==> src/design/sdspi_pkg.sv <==
// shared constants and crc helper for the sd card spi command sequencer
package sdspi_pkg;

  localparam logic [3:0] IDLE_CLOCK_BYTES = 4'd10;

  localparam logic [1:0] ACT_EXCHANGE = 2'd0;
  localparam logic [1:0] ACT_INIT     = 2'd1;
  localparam logic [1:0] ACT_OPEN     = 2'd2;
  localparam logic [1:0] ACT_CLOSE    = 2'd3;

  localparam logic [5:0] CMD_GO_IDLE    = 6'd0;
  localparam logic [5:0] CMD_SEND_IF    = 6'd8;
  localparam logic [5:0] CMD_STOP_TRANS = 6'd12;
  localparam logic [5:0] CMD_READ_MULTI = 6'd18;
  localparam logic [5:0] CMD_SD_OP_COND = 6'd41;
  localparam logic [5:0] CMD_APP_CMD    = 6'd55;

  localparam logic [31:0] ARG_IF_COND = 32'h0000_01AA;
  localparam logic [31:0] ARG_HCS     = 32'h4000_0000;
  localparam logic [39:0] R7_EXPECTED = 40'h01_0000_01AA;

  localparam logic [7:0] CMD_START_BITS = 8'h40;
  localparam logic [7:0] BYTE_IDLE      = 8'hFF;
  localparam logic [7:0] BYTE_ZERO      = 8'h00;
  localparam logic [7:0] R1_IDLE_STATE  = 8'h01;
  localparam logic [7:0] DATA_TOKEN     = 8'hFE;

  localparam logic [1:0] ST_OK        = 2'd0;
  localparam logic [1:0] ST_BAD_R1    = 2'd1;
  localparam logic [1:0] ST_BAD_TOKEN = 2'd2;

  // crc7, polynomial x^7 + x^3 + 1, one byte msb first
  function automatic logic [6:0] crc7_byte(input logic [6:0] crc_in, input logic [7:0] b);
    logic [6:0] c;
    logic       fb;
    c = crc_in;
    for (int i = 7; i >= 0; i--) begin
      fb = c[6] ^ b[i];
      c  = {c[5:0], 1'b0};
      if (fb) begin
        c = c ^ 7'h09;
      end
    end
    return c;
  endfunction

endpackage

==> src/design/sd_spi_command_sequencer_unit.sv <==
// top level of the sd card spi command sequencer
// the result of an accepted item is held in the output register from the next cycle
// throughput: one item per cycle; a new item is taken in the cycle the waiting result leaves
// crc7 is folded in one byte per item as the command frame goes out
// reset (rst, synchronous): idle, chip select released, card not ready,
// output register empty
module sd_spi_command_sequencer_unit (
  input  logic        clk,
  input  logic        rst,
  input  logic        s_axis_tvalid,
  output logic        s_axis_tready,
  input  logic [47:0] s_axis_tdata,  // action[1:0], rx_byte[9:2], address[41:10], zero
  output logic        m_axis_tvalid,
  input  logic        m_axis_tready,
  output logic [15:0] m_axis_tdata   // tx_byte[7:0], tx_valid[8], chip_select[9],
                                     // busy_res[10], done_res[11], status[13:12],
                                     // card_ready[14], zero
);

  localparam logic [2:0] PH_IDLE      = 3'd0;
  localparam logic [2:0] PH_CLOCKS    = 3'd1;
  localparam logic [2:0] PH_SEND      = 3'd2;
  localparam logic [2:0] PH_RESP_WAIT = 3'd3;
  localparam logic [2:0] PH_RESP_MORE = 3'd4;
  localparam logic [2:0] PH_TRAIL     = 3'd5;
  localparam logic [2:0] PH_TOKEN     = 3'd6;
  localparam logic [2:0] PH_BUSY      = 3'd7;

  logic [2:0]  phase, phase_next;
  logic [3:0]  byte_count, byte_count_next;
  logic [39:0] frame_bytes, frame_bytes_next;
  logic [6:0]  crc_accumulator, crc_accumulator_next;
  logic [39:0] response_bytes, response_bytes_next;
  logic        ready_flag, ready_flag_next;
  logic        cs_level, cs_level_next;
  logic [5:0]  cmd_code, cmd_code_next;

  logic [1:0]  action;
  logic [7:0]  rx_byte;
  logic [31:0] address;
  logic        accept;

  logic        start;
  logic [5:0]  start_code;
  logic [31:0] start_arg;
  logic [7:0]  start_byte;
  logic [7:0]  r1;
  logic [5:0]  send_ofs;

  logic [7:0]  tx_byte;
  logic        tx_valid, done_res;
  logic [1:0]  status;
  logic        release_cs;

  assign action  = s_axis_tdata[1:0];
  assign rx_byte = s_axis_tdata[9:2];
  assign address = s_axis_tdata[41:10];

  assign s_axis_tready = !m_axis_tvalid || m_axis_tready;
  assign accept        = s_axis_tvalid && s_axis_tready;

  assign r1         = response_bytes[7:0];
  assign start_byte = sdspi_pkg::CMD_START_BITS | {2'b00, start_code};
  assign send_ofs   = {3'd4 - byte_count[2:0], 3'b000};

  always_comb begin
    phase_next          = phase;
    byte_count_next     = byte_count;
    response_bytes_next = response_bytes;
    ready_flag_next     = ready_flag;
    cs_level_next       = cs_level;
    start               = 1'b0;
    start_code          = sdspi_pkg::CMD_GO_IDLE;
    start_arg           = '0;
    tx_byte             = sdspi_pkg::BYTE_IDLE;
    tx_valid            = 1'b1;
    done_res            = 1'b0;
    status              = sdspi_pkg::ST_OK;
    release_cs          = 1'b0;
    frame_bytes_next     = frame_bytes;
    crc_accumulator_next = crc_accumulator;
    cmd_code_next        = cmd_code;

    case (phase)
      PH_IDLE: begin
        case (action)
          sdspi_pkg::ACT_EXCHANGE: begin
            tx_valid = 1'b0;
          end
          sdspi_pkg::ACT_INIT: begin
            ready_flag_next = 1'b0;
            cs_level_next   = 1'b0;
            byte_count_next = 4'd1;
            phase_next      = PH_CLOCKS;
          end
          sdspi_pkg::ACT_OPEN: begin
            start      = 1'b1;
            start_code = sdspi_pkg::CMD_READ_MULTI;
            start_arg  = address;
          end
          default: begin
            start      = 1'b1;
            start_code = sdspi_pkg::CMD_STOP_TRANS;
          end
        endcase
      end
      PH_CLOCKS: begin
        if (byte_count < sdspi_pkg::IDLE_CLOCK_BYTES) begin
          byte_count_next = byte_count + 4'd1;
        end else begin
          start      = 1'b1;
          start_code = sdspi_pkg::CMD_GO_IDLE;
        end
      end
      PH_SEND: begin
        if (byte_count < 4'd5) begin
          tx_byte              = frame_bytes[send_ofs +: 8];
          crc_accumulator_next = sdspi_pkg::crc7_byte(crc_accumulator, tx_byte);
          byte_count_next      = byte_count + 4'd1;
        end else if (byte_count == 4'd5) begin
          tx_byte         = {crc_accumulator, 1'b1};
          byte_count_next = 4'd6;
        end else begin
          phase_next = PH_RESP_WAIT;
        end
      end
      PH_RESP_WAIT: begin
        if (rx_byte != sdspi_pkg::BYTE_IDLE) begin
          response_bytes_next = {32'd0, rx_byte};
          if (cmd_code == sdspi_pkg::CMD_SEND_IF) begin
            byte_count_next = 4'd1;
            phase_next      = PH_RESP_MORE;
          end else begin
            phase_next = PH_TRAIL;
          end
        end
      end
      PH_RESP_MORE: begin
        response_bytes_next = {response_bytes[31:0], rx_byte};
        byte_count_next     = byte_count + 4'd1;
        if (byte_count_next >= 4'd5) begin
          phase_next = PH_TRAIL;
        end
      end
      PH_TRAIL: begin
        case (cmd_code)
          sdspi_pkg::CMD_GO_IDLE: begin
            start = 1'b1;
            if (r1 == sdspi_pkg::R1_IDLE_STATE) begin
              start_code = sdspi_pkg::CMD_SEND_IF;
              start_arg  = sdspi_pkg::ARG_IF_COND;
            end
          end
          sdspi_pkg::CMD_SEND_IF: begin
            start = 1'b1;
            if (response_bytes == sdspi_pkg::R7_EXPECTED) begin
              start_code = sdspi_pkg::CMD_APP_CMD;
            end else begin
              start_code = sdspi_pkg::CMD_SEND_IF;
              start_arg  = sdspi_pkg::ARG_IF_COND;
            end
          end
          sdspi_pkg::CMD_APP_CMD: begin
            start = 1'b1;
            if (r1 == sdspi_pkg::R1_IDLE_STATE) begin
              start_code = sdspi_pkg::CMD_SD_OP_COND;
              start_arg  = sdspi_pkg::ARG_HCS;
            end else begin
              start_code = sdspi_pkg::CMD_APP_CMD;
            end
          end
          sdspi_pkg::CMD_SD_OP_COND: begin
            if (r1 == sdspi_pkg::BYTE_ZERO) begin
              ready_flag_next = 1'b1;
              done_res        = 1'b1;
              release_cs      = 1'b1;
            end else begin
              start      = 1'b1;
              start_code = sdspi_pkg::CMD_APP_CMD;
            end
          end
          sdspi_pkg::CMD_READ_MULTI: begin
            if (r1 != sdspi_pkg::BYTE_ZERO) begin
              done_res   = 1'b1;
              status     = sdspi_pkg::ST_BAD_R1;
              release_cs = 1'b1;
            end else begin
              phase_next = PH_TOKEN;
            end
          end
          default: begin
            if (r1 != sdspi_pkg::BYTE_ZERO) begin
              done_res   = 1'b1;
              status     = sdspi_pkg::ST_BAD_R1;
              release_cs = 1'b1;
            end else begin
              phase_next = PH_BUSY;
            end
          end
        endcase
      end
      PH_TOKEN: begin
        if (rx_byte == sdspi_pkg::DATA_TOKEN) begin
          done_res = 1'b1;
        end else if (rx_byte != sdspi_pkg::BYTE_IDLE) begin
          done_res   = 1'b1;
          status     = sdspi_pkg::ST_BAD_TOKEN;
          release_cs = 1'b1;
        end
      end
      default: begin
        if (rx_byte != sdspi_pkg::BYTE_ZERO) begin
          done_res   = 1'b1;
          release_cs = 1'b1;
        end
      end
    endcase

    // command frame start
    if (start) begin
      cmd_code_next        = start_code;
      frame_bytes_next     = {start_byte, start_arg};
      crc_accumulator_next = sdspi_pkg::crc7_byte(7'd0, start_byte);
      byte_count_next      = 4'd1;
      phase_next           = PH_SEND;
      cs_level_next        = 1'b1;
      tx_byte              = start_byte;
    end

    // completion
    if (done_res) begin
      phase_next = PH_IDLE;
      tx_valid   = 1'b0;
      tx_byte    = sdspi_pkg::BYTE_IDLE;
      if (release_cs) begin
        cs_level_next = 1'b0;
      end
    end
  end

  always_ff @(posedge clk) begin
    if (rst) begin
      phase           <= PH_IDLE;
      byte_count      <= '0;
      frame_bytes     <= '0;
      crc_accumulator <= '0;
      response_bytes  <= '0;
      ready_flag      <= 1'b0;
      cs_level        <= 1'b0;
      cmd_code        <= sdspi_pkg::CMD_GO_IDLE;
      m_axis_tvalid   <= 1'b0;
    end else begin
      if (accept) begin
        phase           <= phase_next;
        byte_count      <= byte_count_next;
        frame_bytes     <= frame_bytes_next;
        crc_accumulator <= crc_accumulator_next;
        response_bytes  <= response_bytes_next;
        ready_flag      <= ready_flag_next;
        cs_level        <= cs_level_next;
        cmd_code        <= cmd_code_next;
        m_axis_tvalid   <= 1'b1;
      end else if (m_axis_tready) begin
        m_axis_tvalid <= 1'b0;
      end
    end
  end

  // result register
  always_ff @(posedge clk) begin
    if (accept) begin
      m_axis_tdata <= {1'b0, ready_flag_next, status, done_res,
                       (phase_next != PH_IDLE), cs_level_next, tx_valid, tx_byte};
    end
  end

endmodule

==> config.mk <==
export PLATFORM = sky130hd
export DESIGN_NAME = sd_spi_command_sequencer_unit
export DESIGN_NICKNAME = d
export VERILOG_FILES = /design/src/design/sdspi_pkg.sv /design/src/design/sd_spi_command_sequencer_unit.sv
export SDC_FILE = /design/constraint.sdc
export NUM_CORES = 1
export LEC_CHECK = 0
export ABC_CLOCK_PERIOD_IN_PS = 3400
export BUFFER_PORTS_ARGS = -buffer_cell sky130_fd_sc_hd__buf_2
export CORE_ASPECT_RATIO = 1.25
export CORE_UTILIZATION = 55
export CTS_BUF_LIST = sky130_fd_sc_hd__clkbuf_16
export CTS_CLUSTER_SIZE = 24
export DETAILED_ROUTE_END_ITERATION = 12
export GPL_ROUTABILITY_DRIVEN = 0
export PLACE_DENSITY = 0.76
export SLEW_MARGIN = 15
export SYNTH_ARGS = -nofsm -noshare
export SYNTH_HDL_FRONTEND = slang
export SYNTH_SLANG_ARGS = --single-unit
==> constraint.sdc <==
create_clock -name clk -period 3.4 [get_ports clk]
set_clock_uncertainty 0.2 [all_clocks]
set_input_delay 1.02 -clock clk [delete_from_list [all_inputs] [get_ports clk]]
set_output_delay 1.02 -clock clk [all_outputs]
set_load 0.02 [all_outputs]
# After elaboration in Yosys (flattened, before gate mapping)
# Cells that the tools add are included.
# totals
ff_bits,117
inputBits,52
output_inout_bits,18
elab_cells,205
# op_classes
addsub,2
order_cmp,3
n_eq_ne,23
shift,1
muxes,110
bitwise,30
n_reduce_logical,24
# op_table
operator,count
7-bit two-way mux,24
31-bit one-hot mux with 3 select lines,1
4-bit two-way mux,23
40-bit one-hot mux with 2 select lines,1
32-bit one-hot mux with 2 select lines,1
40-bit by 33-bit equality test with 1-bit output (second input constant),1
40-bit two-way mux,1
40-bit by 7-bit indexed part select with 8-bit output,1
32-bit two-way mux,1
8-bit two-way mux,4
31-bit two-way mux,1
2-bit inverter,15
3-bit two-way mux,9
1-bit two-way mux,24
6-bit one-hot mux with 4 select lines,1
4-bit one-hot mux with 5 select lines,1
9-bit two-way mux,2
8-bit nonzero test,2
3-bit one-hot mux with 5 select lines,1
1-bit XOR,14
6-bit equality test (second input constant),2
6-bit two-way mux,2
6-bit one-hot mux with 2 select lines,1
5-bit one-hot mux with 2 select lines,1
other kinds (44),59

# Longest topological paths before layout
# depth
ltp_word,35
mapped_depth,12
ltp_nobuf,8

# Least setup slack after synthesis
# Ideal clock, no wire load.
# synth_timing
kind,in2reg
start,in m_axis_tready
end,reg response_bytes[0]
setup_time_ps,128
arrival_time_ps,2685
required_ps,3072
slack_ps,387
cell_stages,7
path_buffers,1
cell_sequence,nand2b_1 -> nand2_1 -> clkinv_1 -> o21ai_1 -> buf_2 -> mux2i_1 -> nor2_1
# synth_via
elab_chain_len,3
# synth_lines
item,line,text
from (decl),sd_spi_command_sequencer_unit.sv:14,"input logic m_axis_tready,"
1-bit logical OR,sd_spi_command_sequencer_unit.sv:59,assign s_axis_tready = !m_axis_tvalid || m_axis_tready;
1-bit logical AND,sd_spi_command_sequencer_unit.sv:60,assign accept = s_axis_tvalid && s_axis_tready;
via accept,sd_spi_command_sequencer_unit.sv:41,logic accept;
3-bit AND reduction (no line),--,
to (signal assigned),sd_spi_command_sequencer_unit.sv:258,response_bytes <= response_bytes_next;
to (decl),sd_spi_command_sequencer_unit.sv:33,"logic [39:0] response_bytes, response_bytes_next;"
# The timed path passes the listed nets, and every way through them passes these cells.
# A chain may end at the register's enable or synchronous reset.

# Worst setup path in the final report
# layout_timing
start,reg byte_count[1]
end,reg crc_accumulator[6]
# layout_via
elab_chain_len,23
elab_cells_between_ends,35
cone_classes,add/sub: 1; order compare: 2; shift: 1; mux: 24; bitwise: 4; reduce/logical: 3
# layout_lines
item,line,text
from (decl),sd_spi_command_sequencer_unit.sv:30,"logic [3:0] byte_count, byte_count_next;"
from (signal assigned),sd_spi_command_sequencer_unit.sv:255,byte_count <= byte_count_next;
3-bit subtractor,sd_spi_command_sequencer_unit.sv:64,"assign send_ofs = {3'd4 - byte_count[2:0], 3'b000};"
40-bit by 7-bit indexed part select with 8-bit output,sd_spi_command_sequencer_unit.sv:117,tx_byte = frame_bytes[send_ofs +: 8];
1-bit XOR,sdspi_pkg.sv:38,fb = c[6] ^ b[i];
4-bit two-way mux,sdspi_pkg.sv:40,if (fb) begin
7-bit two-way mux,sd_spi_command_sequencer_unit.sv:116,if (byte_count < 4'd5) begin
7-bit two-way mux,sd_spi_command_sequencer_unit.sv:84,case (phase)
7-bit two-way mux or 4-bit two-way mux (tied branches),"sd_spi_command_sequencer_unit.sv:116, sdspi_pkg.sv:40",
7-bit two-way mux (on tied branches),"sd_spi_command_sequencer_unit.sv:84, sd_spi_command_sequencer_unit.sv:116",
[7 not listed],--,
7-bit two-way mux,sd_spi_command_sequencer_unit.sv:84,
7-bit two-way mux,sd_spi_command_sequencer_unit.sv:116,
7-bit two-way mux,sd_spi_command_sequencer_unit.sv:84,
7-bit two-way mux,sd_spi_command_sequencer_unit.sv:116,
7-bit two-way mux,sd_spi_command_sequencer_unit.sv:84,
7-bit two-way mux,sd_spi_command_sequencer_unit.sv:116,
7-bit two-way mux,sd_spi_command_sequencer_unit.sv:84,
7-bit two-way mux,sd_spi_command_sequencer_unit.sv:220,if (start) begin
to (signal assigned),sd_spi_command_sequencer_unit.sv:257,crc_accumulator <= crc_accumulator_next;
to (decl),sd_spi_command_sequencer_unit.sv:32,"logic [6:0] crc_accumulator, crc_accumulator_next;"
# Parallel ways exist; a longest one is shown, timed or not. The select of a mux whose other input is x is not followed.

==> run_results.csv <==
group,metric,value,unit
run,maxCapViolCount,0,
routing,wl_met2,6360,um
logic_synthesis,synth_commonest_cells,"94 x dfxtp_1, 72 x nor2_1, 60 x nand2_1, 51 x a21oi_1, 40 x nand3_1",
clocking,clock_latency,350,ps
logic_synthesis,synth_top_area_share,34.0,%
worst_setup_path,path_depth,8,
routing,vias,4946,
die,die_w,91.7,um
clocking,cts-buffers-inserted,9,
die,io_pins,70,
logic_synthesis,synth_cells,634,
run_status,status,"finished clean",
timing,worst_pin_slew,675,ps
logic_synthesis,ys_ff_latch,109,
worst_setup_path,crit_end,"crc_accumulator[6]$_SDFFE_PP0P_",
worst_setup_path,r2r-start,"byte_count[1]$_SDFFE_PP0P_",
logic_synthesis,ys_types,60,
timing,rsz0062_at_grt,"no",
global_route,grt_pass1_wl,22100,um
worst_setup_path,cp_num_buf_inv,1,
routing,met3WireLength,784,um
routing,highest_layer,"met4",
global_route,antenna_found_initial,0,
routing,first_iter_violations,301,
finish,final_util,64.6,%
clocking,cts.sinks,109,
worst_setup_path,end_kind,"flop",
worst_setup_path,worstPathArrival,3030,ps
logic_synthesis,synth_area_leaders,"dfxtp_1 34%, edfxtp_1 8.1%, a22oi_1 4.9%",
timing,whs,252,ps
logic_synthesis,ys_async_sr_fraction,0,%
logic_synthesis,yosysMostFrequentCell,"dfxtp_1",
clocking,postCtsSetupBuffers,0,
clocking,cts_tree,"built",
die,dieArea,10500,um^2
timing,setup_viol_count_final,0,
min_path,hold_class,"flop to flop",
finish,area_delta_synth_final,13.5,%
worst_setup_path,path_cells,"inv_1 > ha_1 > mux4_2 > mux2i_1 > xnor2_2 > xnor3_1 > o211ai_1 > a21oi_1",
finish,finish.net_count,731,
clocking,cts.htree.levels,3,
die,core_area,9710,um^2
power_and_ir_drop,clockPowerShare,38.3,%
clocking,ctsResizeCount,0,
finish,antennaDiodeCount,0,
timing,finalCriticalPeriod,3000,ps
worst_setup_path,cpMaxStageDelayCell,"ha_1",
logic_synthesis,synth_edf_count,15,
worst_setup_path,worstReg2RegEnd,"crc_accumulator[6]$_SDFFE_PP0P_",
timing,fin_crit_sh,88.3,%
worst_setup_path,r2r_slack,400,ps
die,die_y,114,um
logic_synthesis,synth_nets,689,
timing,slew_viol_final,0,
power_and_ir_drop,sw_frac_of_total,26.2,%
worst_setup_path,worstPathMaxFanout,13,
global_route,grt_use_total,26.5,%
clocking,cts.clk_slew.worst_paths,70,ps
place,dp_hpwl,9280,um
logic_synthesis,synth.yosys.seq_area_share,42.2,%
routing,wl,13300,um
global_route,grt_overflow_total,0,
power_and_ir_drop,leakage,2.40,nW
worst_setup_path,cpLargestDelayFamily,"multiplexers",
routing,drt_first_pass_iters,8,
power_and_ir_drop,pwr-share-comb,15.0,%
clocking,clockBufferDepth,2,
global_route,grt_max_degree,86,
die,num_rows,40,
logic_synthesis,syn_area,5530,um^2
power_and_ir_drop,ir_drop,0.308,mV
die,initial_core_util,57.0,%
power_and_ir_drop,p_per_area,472,nW/um^2
worst_setup_path,crit_type,"flop to flop",
routing,routedWlPerCell,16.5,um
timing,slew_headroom,54.9,%
clocking,hold_buffers,0,
power_and_ir_drop,finalPower,2.96,mW
logic_synthesis,yosys.area.top_type,"dfxtp_1",
worst_setup_path,critPathMaxStageDelay,600,ps
routing,wl_met1,5700,um
logic_synthesis,ys_warn_count,0,
worst_setup_path,cp-start-kind,"flop",
power_and_ir_drop,intPower,2.18,mW
logic_synthesis,syn_avg_cell_area,8.72,um^2
logic_synthesis,ys.flop_type,"dfxtp_1",
worst_setup_path,cp.required,3420,ps
power_and_ir_drop,p_seq_share,46.7,%
power_and_ir_drop,p_sw,0.777,mW
worst_setup_path,r2r_cells,8,
routing,ant_nets,0,
place,port_buffers,62,
routing,remaining_drc_errors,0,
finish,drive_gt1_share,15.9,%
timing,setup_tns,0,ps
routing,via_per_inst,6.13,
clocking,cts-root-buf,"clkbuf_16",
timing,max_freq,333,MHz
worst_setup_path,startpoint,"byte_count[1]$_SDFFE_PP0P_",
global_route,grt_pass1_vias,4552,
timing,hold_viol,0,
-- kinds of logic (layout without fill, tap and decap cells) --
| logic type | count (synthesis) | after routing | synth area share, % |
|---|---|---|---|
| flip-flops | 109 | 109 | 42.2 |
| AO/OA/AOI/OAI | 175 | 175 | 20.1 |
| XOR/XNOR | 15 | 15 | 3.67 |
| buffers and inverters | 55 | 102 | 4.28 |
| other | 1 | 1 | 0.0678 |
| multiplexers | 25 | 25 | 6.76 |
| adder cells (fa/ha/maj) | 3 | 3 | 0.679 |
| AND/OR/NAND/NOR | 251 | 251 | 22.3 |
-- registers in the layout, summed over array words and instances (netlist names) --
name / cells
byte_count: 4
ready_flag: 1
m_axis_tvalid: 1
response_bytes: 40
crc_accumulator: 7
cs_level: 1
frame_bytes: 33
cmd_code: 4
phase: 3
m_axis_tdata: 15
-- metal layers --
metal / up-vias / global-route usage [%]
met4: 0 / 13.1
met1: 2286 / 34.9
li1: 2420 / -
met5: - / 0
met2: 198 / 42.4
met3: 42 / 4.65
-- power groups by stage --
stage,sequential [mW],clock (mW),combinational [mW]
after CTS,1.38,1.14,0.440
after global routing,1.39,1.21,0.482
after floorplan,1.42,0,0.302
after detailed placement,1.41,0,0.437
after global placement,1.41,0,0.430
final,1.38,1.14,0.443
-- stage by stage --
| step | setup WS, ps | cells | area (um^2) |
|---|---|---|---|
| global route | 235 | 807 | 6270 |
| CTS | 396 | 807 | 6270 |
| detailed placement | 261 | 791 | 5950 |
| floorplan | 387 | 634 | 5530 |
| global placement | 314 | 791 | 5950 |
| finish | 397 | 807 | 6270 |
-- worst min path at each step --
stage	start	to	slack, ps	cells past startpoint
floorplan	frame_bytes[10]$_SDFFE_PP0P_	frame_bytes[10]$_SDFFE_PP0P_	230	2
global placement	frame_bytes[21]$_SDFFE_PP0P_	frame_bytes[21]$_SDFFE_PP0P_	240	2
detailed placement	frame_bytes[27]$_SDFFE_PP0P_	frame_bytes[27]$_SDFFE_PP0P_	240	2
CTS	frame_bytes[27]$_SDFFE_PP0P_	frame_bytes[27]$_SDFFE_PP0P_	250	2
global route	frame_bytes[25]$_SDFFE_PP0P_	frame_bytes[25]$_SDFFE_PP0P_	280	2
finish	frame_bytes[15]$_SDFFE_PP0P_	frame_bytes[15]$_SDFFE_PP0P_	250	2
-- worst reg2reg max path: cells and delay by family, from the launching register on --
kind	cells	cell delay (ps)
multiplexers	2	760
adder cells (fa/ha/maj)	1	600
XOR/XNOR	2	570
flip-flops	1	420
AO/OA/AOI/OAI	2	240
buffers and inverters	1	90
-- cells in the final DEF (no fill, tap or decap), types with 6 or more instances in the layout --
| master | n |
|---|---|
| a211oi_1 | 15 |
| clkbuf_16 | 9 |
| nand3_1 | 40 |
| a22oi_1 | 36 |
| nor3b_1 | 8 |
| nor2_1 | 70 |
| a31oi_1 | 9 |
| xnor2_1 | 6 |
| o21ai_0 | 30 |
| buf_4 | 12 |
| buf_2 | 62 |
| inv_1 | 8 |
| a21oi_1 | 51 |
| and3_1 | 6 |
| nor3_1 | 7 |
| mux4_1 | 6 |
| dfxtp_1 | 94 |
| mux2i_1 | 16 |
| nor4_1 | 10 |
| nand2_1 | 60 |
| edfxtp_1 | 15 |
| and2_1 | 11 |
-- area by class of cell --
cell class | instances | area, um^2
tap | 126 | 158
inverter | 9 | 33.8
multi-input combinational | 470 | 2970
timing repair buffer | 77 | 460
sequential | 109 | 2330
clock buffer | 9 | 225
fill | 837 | 3430
clock inverter | 7 | 95.1
Note: power is estimated with default switching activity, not from simulation.
